$ cat src/sv/kdi_ram.sv
// kdi_ram: generic simple dual-port ram, one write and one registered read port
// no package dependencies

module kdi_ram #(
	parameter int WIDTH = 8,
	parameter int DEPTH = 256
) (
	input  logic                     clk,
	input  logic                     we,
	input  logic [$clog2(DEPTH)-1:0] waddr,
	input  logic [WIDTH-1:0]         wdata,
	input  logic                     re,
	input  logic [$clog2(DEPTH)-1:0] raddr,
	output logic [WIDTH-1:0]         rdata
);

	logic [WIDTH-1:0] mem [DEPTH];

	always_ff @(posedge clk) begin
		if (we) begin
			mem[waddr] <= wdata;
		end
		// read data holds while no read is issued
		if (re) begin
			rdata <= mem[raddr];
		end
	end

endmodule

$ cat config.mk
export PLATFORM = sky130hd
export DESIGN_NAME = kdi_ram
export DESIGN_NICKNAME = d
export VERILOG_FILES = /design/src/sv/kdi_ram.sv
export SDC_FILE = /design/constraint.sdc
export NUM_CORES = 2
export LEC_CHECK = 0
export BUFFER_PORTS_ARGS = -buffer_cell sky130_fd_sc_hd__buf_2
export CAP_MARGIN = 20
export CORE_ASPECT_RATIO = 0.9
export CORE_MARGIN = 2
export CORE_UTILIZATION = 30
export DETAILED_ROUTE_END_ITERATION = 16
export GPL_TIMING_DRIVEN = 0
export HOLD_SLACK_MARGIN = 0.05
export PLACE_DENSITY = 0.53
export SLEW_MARGIN = 20
export SYNTH_ARGS = -nofsm -noshare
export SYNTH_HDL_FRONTEND = slang
export SYNTH_SLANG_ARGS = --single-unit
$ cat constraint.sdc
create_clock -name clk -period 7.8 [get_ports clk]
set_input_delay 1.56 -clock clk [delete_from_list [all_inputs] [get_ports clk]]
set_output_delay 1.56 -clock clk [all_outputs]
set_load 0.005 [all_outputs]
[Word level (Yosys, flattened, before mapping)]
Memories as Yosys holds them, arrays and structs flattened. A register that Yosys moved wholly into a read port is not among the register bits.
Index checks and enable logic that the tools add are counted.
Cells by class
  $add $sub $neg: 0
  multipliers: 0
  divide/modulo/power cells: 0
  order comparisons: 0
  equal/unequal tests: 0
  shift operators: 0
  multiplexer cells: 2
  bitwise operators: 0
  reductions and logical operators: 0
Operators with widths (count)
  1-bit 2-to-1 mux: 2
Word-level totals
  bits in registers: 0
  latch bits: 0
  RAM bits: 2048
  ROM bits: 0
  input bits: 27
  output and inout bits: 8
  logic and storage cells: 3
  memories: 1
Memories
  mem: words 256, bits a word 8, rd ports 1, clocked after memory_dff 1, write ports 1, line 17  | logic [WIDTH-1:0] mem [DEPTH];

[Depth between registers and ports, before layout]
  depth in word-level cells: 2
  gate-level depth with buffers: 11
  mapped depth without buffers: 6

[Worst setup path after synthesis]
Ideal clock, no wire load.
  path type: in2reg
  from: in raddr[0]
  to: reg rdata[2], read port of mem (data pin)
  library setup time: 0.269 ns
  arrival: 3.367 ns
  required time: 7.531 ns
  path slack: 4.164 ns
  stages: 9
  path buffers: 4
  cells stage by stage: buf_6 > buf_12 > buf_8 > buf_2 > mux4_2 > a22oi_1 > a21oi_1 > nor4_1 > nor4_2
RTL lines
  start, declared: line 13  | input logic [$clog2(DEPTH)-1:0] raddr,
  end, declared: line 14  | output logic [WIDTH-1:0] rdata

==> impl_metrics.toml <==
[logic_synthesis]
synth_largest_area_cell = "edfxtp_1"
ys_seq_area_frac = 0.775
ys_ff_latch = 2056
synth_area_um2 = 79600
synth_edf_count = 2056
synth_nets = 3760
synth_top_area_frac = 0.775
synthTopCellsByArea = "edfxtp_1 (78%), mux4_2 (13%), mux2i_1 (1.7%), nor2_1 (1.3%), a22oi_1 (1.3%)"
yosysUniqueCellTypes = 54
yosys_most_used_dff = "edfxtp_1"
avgSynthCellArea_um2 = 21.3
async_reset_ff_frac = 0
synthCells = 3733
yosys_warnings = 0

[sta]
worst_pin_slew_ns = 1.22
fin_crit_ns = 5.38
finalCritPeriodShare = 0.690
hold_violations = 0
slew_headroom = 0.190
max_freq_mhz = 186
rsz0062_at_grt = "false"
finClkSkew_ns = 0.0251
fin_setup_tns_ns = 0
setup_violations = 0
drv_slew = 0

[die]
fp-row-count = 179
start_util = 0.302
core_area_um2 = 264000
die_x_um = 547
die_area_um2 = 270000
die_y_um = 493
boundaryPins = 35

[grt]
grt_max_degree = 128
grtUsageTotal = 0.188
grt_pass1_wl_mm = 348
grt_antenna_before_repair = 29
grt_overflow = 0
grt_pass1_vias = 40800

[clock_tree]
root_buffer = "clkbuf_16"
h-tree-depth = 4
hold_buffers = 0
clock_sinks = 2056
cts_tree = "yes"
clock_latency_ns = 0.87
clk_path_buf_depth = 3
cts_setup_buffers = 0
clk_pin_slew_ns = 0.06
cts_resized = 0
numCtsBuffers = 205

[worst_setup_path]
cp_common_cell = "buf_2"
path_cells = "buf_2 -> buf_2 -> buf_2 -> and2_1 -> clkbuf_1 -> a22oi_1 -> a21oi_1 -> nor4_2 -> buf_2 -> nor4_2"
crit_slowest_cell = "nor4_2"
worstPathArrival_ns = 5.90
cpPeakStageDelay_ns = 0.82
path_max_fanout = 10
r2r_slack_ns = 4.48
cp_data_required_time_ns = 8.32
critPathKind = "input pin to flip-flop"
critPathLaunchType = "input pin"
end_kind = "flip-flop"

[power_and_ir_drop]
p_total_mw = 23.3
p_per_area_nw_per_um2 = 253
p_leak_nw = 28.0
peakVddDrop_v = 0.000177

[cells_and_area]
areaGrowthSynthToFinish_pct = 15.7
drive_gt1_frac = 0.236
fillCellCount = 24500
final_nets = 4045
final-seq-area_um2 = 61700
multi_input_area_um2 = 16600

[detailed_routing]
num_vias = 41800
drt_iter0_drc = 6558
post_drt_wl_per_cell_um = 33.3
vias_per_cell = 5.41
drt.antenna.violating_nets = 0
wl_mm = 257
dr.pass1.iters = 8
drc = 0

[placement]
place_congestion = 0.894
portBuffers = 27
dp.final_hpwl_mm = 174

[hold_path]
worstHoldPathType = "input pin to flip-flop"

[run_status]
status = "finished clean"

[run]
maxCapViolCount = 0
## path summary, 6_finish.rpt
check	from	to	cells after the start
worst max-delay path	raddr[2]	rdata[6]	10
worst min-delay path	wdata[6]	mem[123][6]	1
worst max register to register	mem[163][7]	rdata[7]	6
worst min register to register	mem[32][5]	rdata[5]	7
## area by class of cell
cell class                      instances  share of cell area
Clock inverter                        125              0.0126
Inverter                                2           0.0000815
Clock buffer                          246              0.0583
Antenna cell                            8            0.000217
Timing Repair Buffer                   78              0.0145
Buffer                                233              0.0163
Sequential cell                      2056               0.670
Multi-Input combinational cell       1442               0.180
Tap cell                             3529              0.0479
## metrics by stage
step	area [µm²]	setup slack (ns)	util	std cells	hold slack [ns]
3_5_place_dp	85500	1.52	0.324	7337	1.37
4_1_cts	92100	2.43	0.349	7708	0.908
6_report	92100	2.42	0.349	7719	0.969
5_1_grt	92100	2.50	0.349	7713	0.929
2_1_floorplan	79600	4.16	-	3733	0.864
3_3_place_gp	84200	0.289	0.319	7289	1.57
## flip-flops by register name, summed over array words and instances (netlist names)
register,flops
mem,2048
rdata,8
## synth_stat cells, types with 22 or more instances
cell,instances
a21oi_1,96
a22oi_1,133
buf_1,22
buf_2,31
buf_4,27
clkbuf_1,111
edfxtp_1,2056
mux2i_1,134
mux4_2,454
nand2_1,33
nand3_1,34
nor2_1,282
nor2b_1,31
nor3_1,22
nor4_1,24
o221ai_1,46
o22ai_1,28
## worst max-delay path: cells and delay by family
| kind | cells | cell delay (ns) |
|---|---|---|
| AO/OA/AOI/OAI | 2 | 0.57 |
| buffers and inverters | 5 | 2.48 |
| AND/OR/NAND/NOR | 3 | 1.20 |
## power by group
| part | switching [mW] | leakage (nW) | internal (mW) |
|---|---|---|---|
| Sequential | 0.00632 | 18.5 | 12.2 |
| Clock | 4.34 | 3.17 | 5.40 |
| Combinational | 0.949 | 6.32 | 0.420 |
## layer usage
| metal | up-vias | track usage | wire length (µm) |
|---|---|---|---|
| li1 | 16300 | - | - |
| met1 | 22600 | 0.265 | 106000 |
| met2 | 2446 | 0.279 | 113000 |
| met3 | 418 | 0.0513 | 28000 |
| met4 | 4 | 0.0636 | 9780 |
| met5 | - | 0 | 29 |
## placed cells by master, fill, tap and decap left out, types with 5 or more instances in the layout
| master | instances |
|---|---|
| clkbuf_1 | 114 |
| buf_2 | 64 |
| buf_12 | 14 |
| clkinv_2 | 33 |
| buf_8 | 22 |
| clkbuf_16 | 209 |
| nor2b_1 | 31 |
| buf_16 | 33 |
| a22o_1 | 8 |
| buf_4 | 34 |
| nor2_1 | 277 |
| nand4_1 | 10 |
| clkinv_1 | 62 |
| nor3_1 | 22 |
| o22a_1 | 5 |
| edfxtp_1 | 2056 |
| a21oi_1 | 96 |
| buf_1 | 11 |
| a221oi_1 | 12 |
| o211ai_1 | 10 |
| nand3_1 | 34 |
| clkbuf_2 | 34 |
| a22oi_1 | 133 |
| nand2_1 | 33 |
| mux4_2 | 454 |
| nor4_1 | 11 |
| diode_2 | 8 |
| o221ai_1 | 46 |
| a211oi_1 | 14 |
| bufinv_16 | 15 |
| and2_1 | 6 |
| nor2_2 | 5 |
| o22ai_1 | 28 |
| clkinv_16 | 7 |
| buf_6 | 22 |
| mux2i_1 | 134 |
| nor4_2 | 16 |
| o21ai_0 | 10 |
| nand2b_1 | 8 |
| a2111oi_2 | 5 |
## logic make-up (layout without fill, tap and decap cells)
family / count (synthesis) / after routing / share of synthesized area
AOI/OAI and AO/OA: 385 / 385 / 0.0342
buffers and inverters: 235 / 684 / 0.0183
DFF: 2056 / 2056 / 0.775
muxes: 591 / 591 / 0.146
other: 0 / 8 / 0
and+or+nand+nor: 466 / 466 / 0.0263
Power figures use the tool's default switching activity.
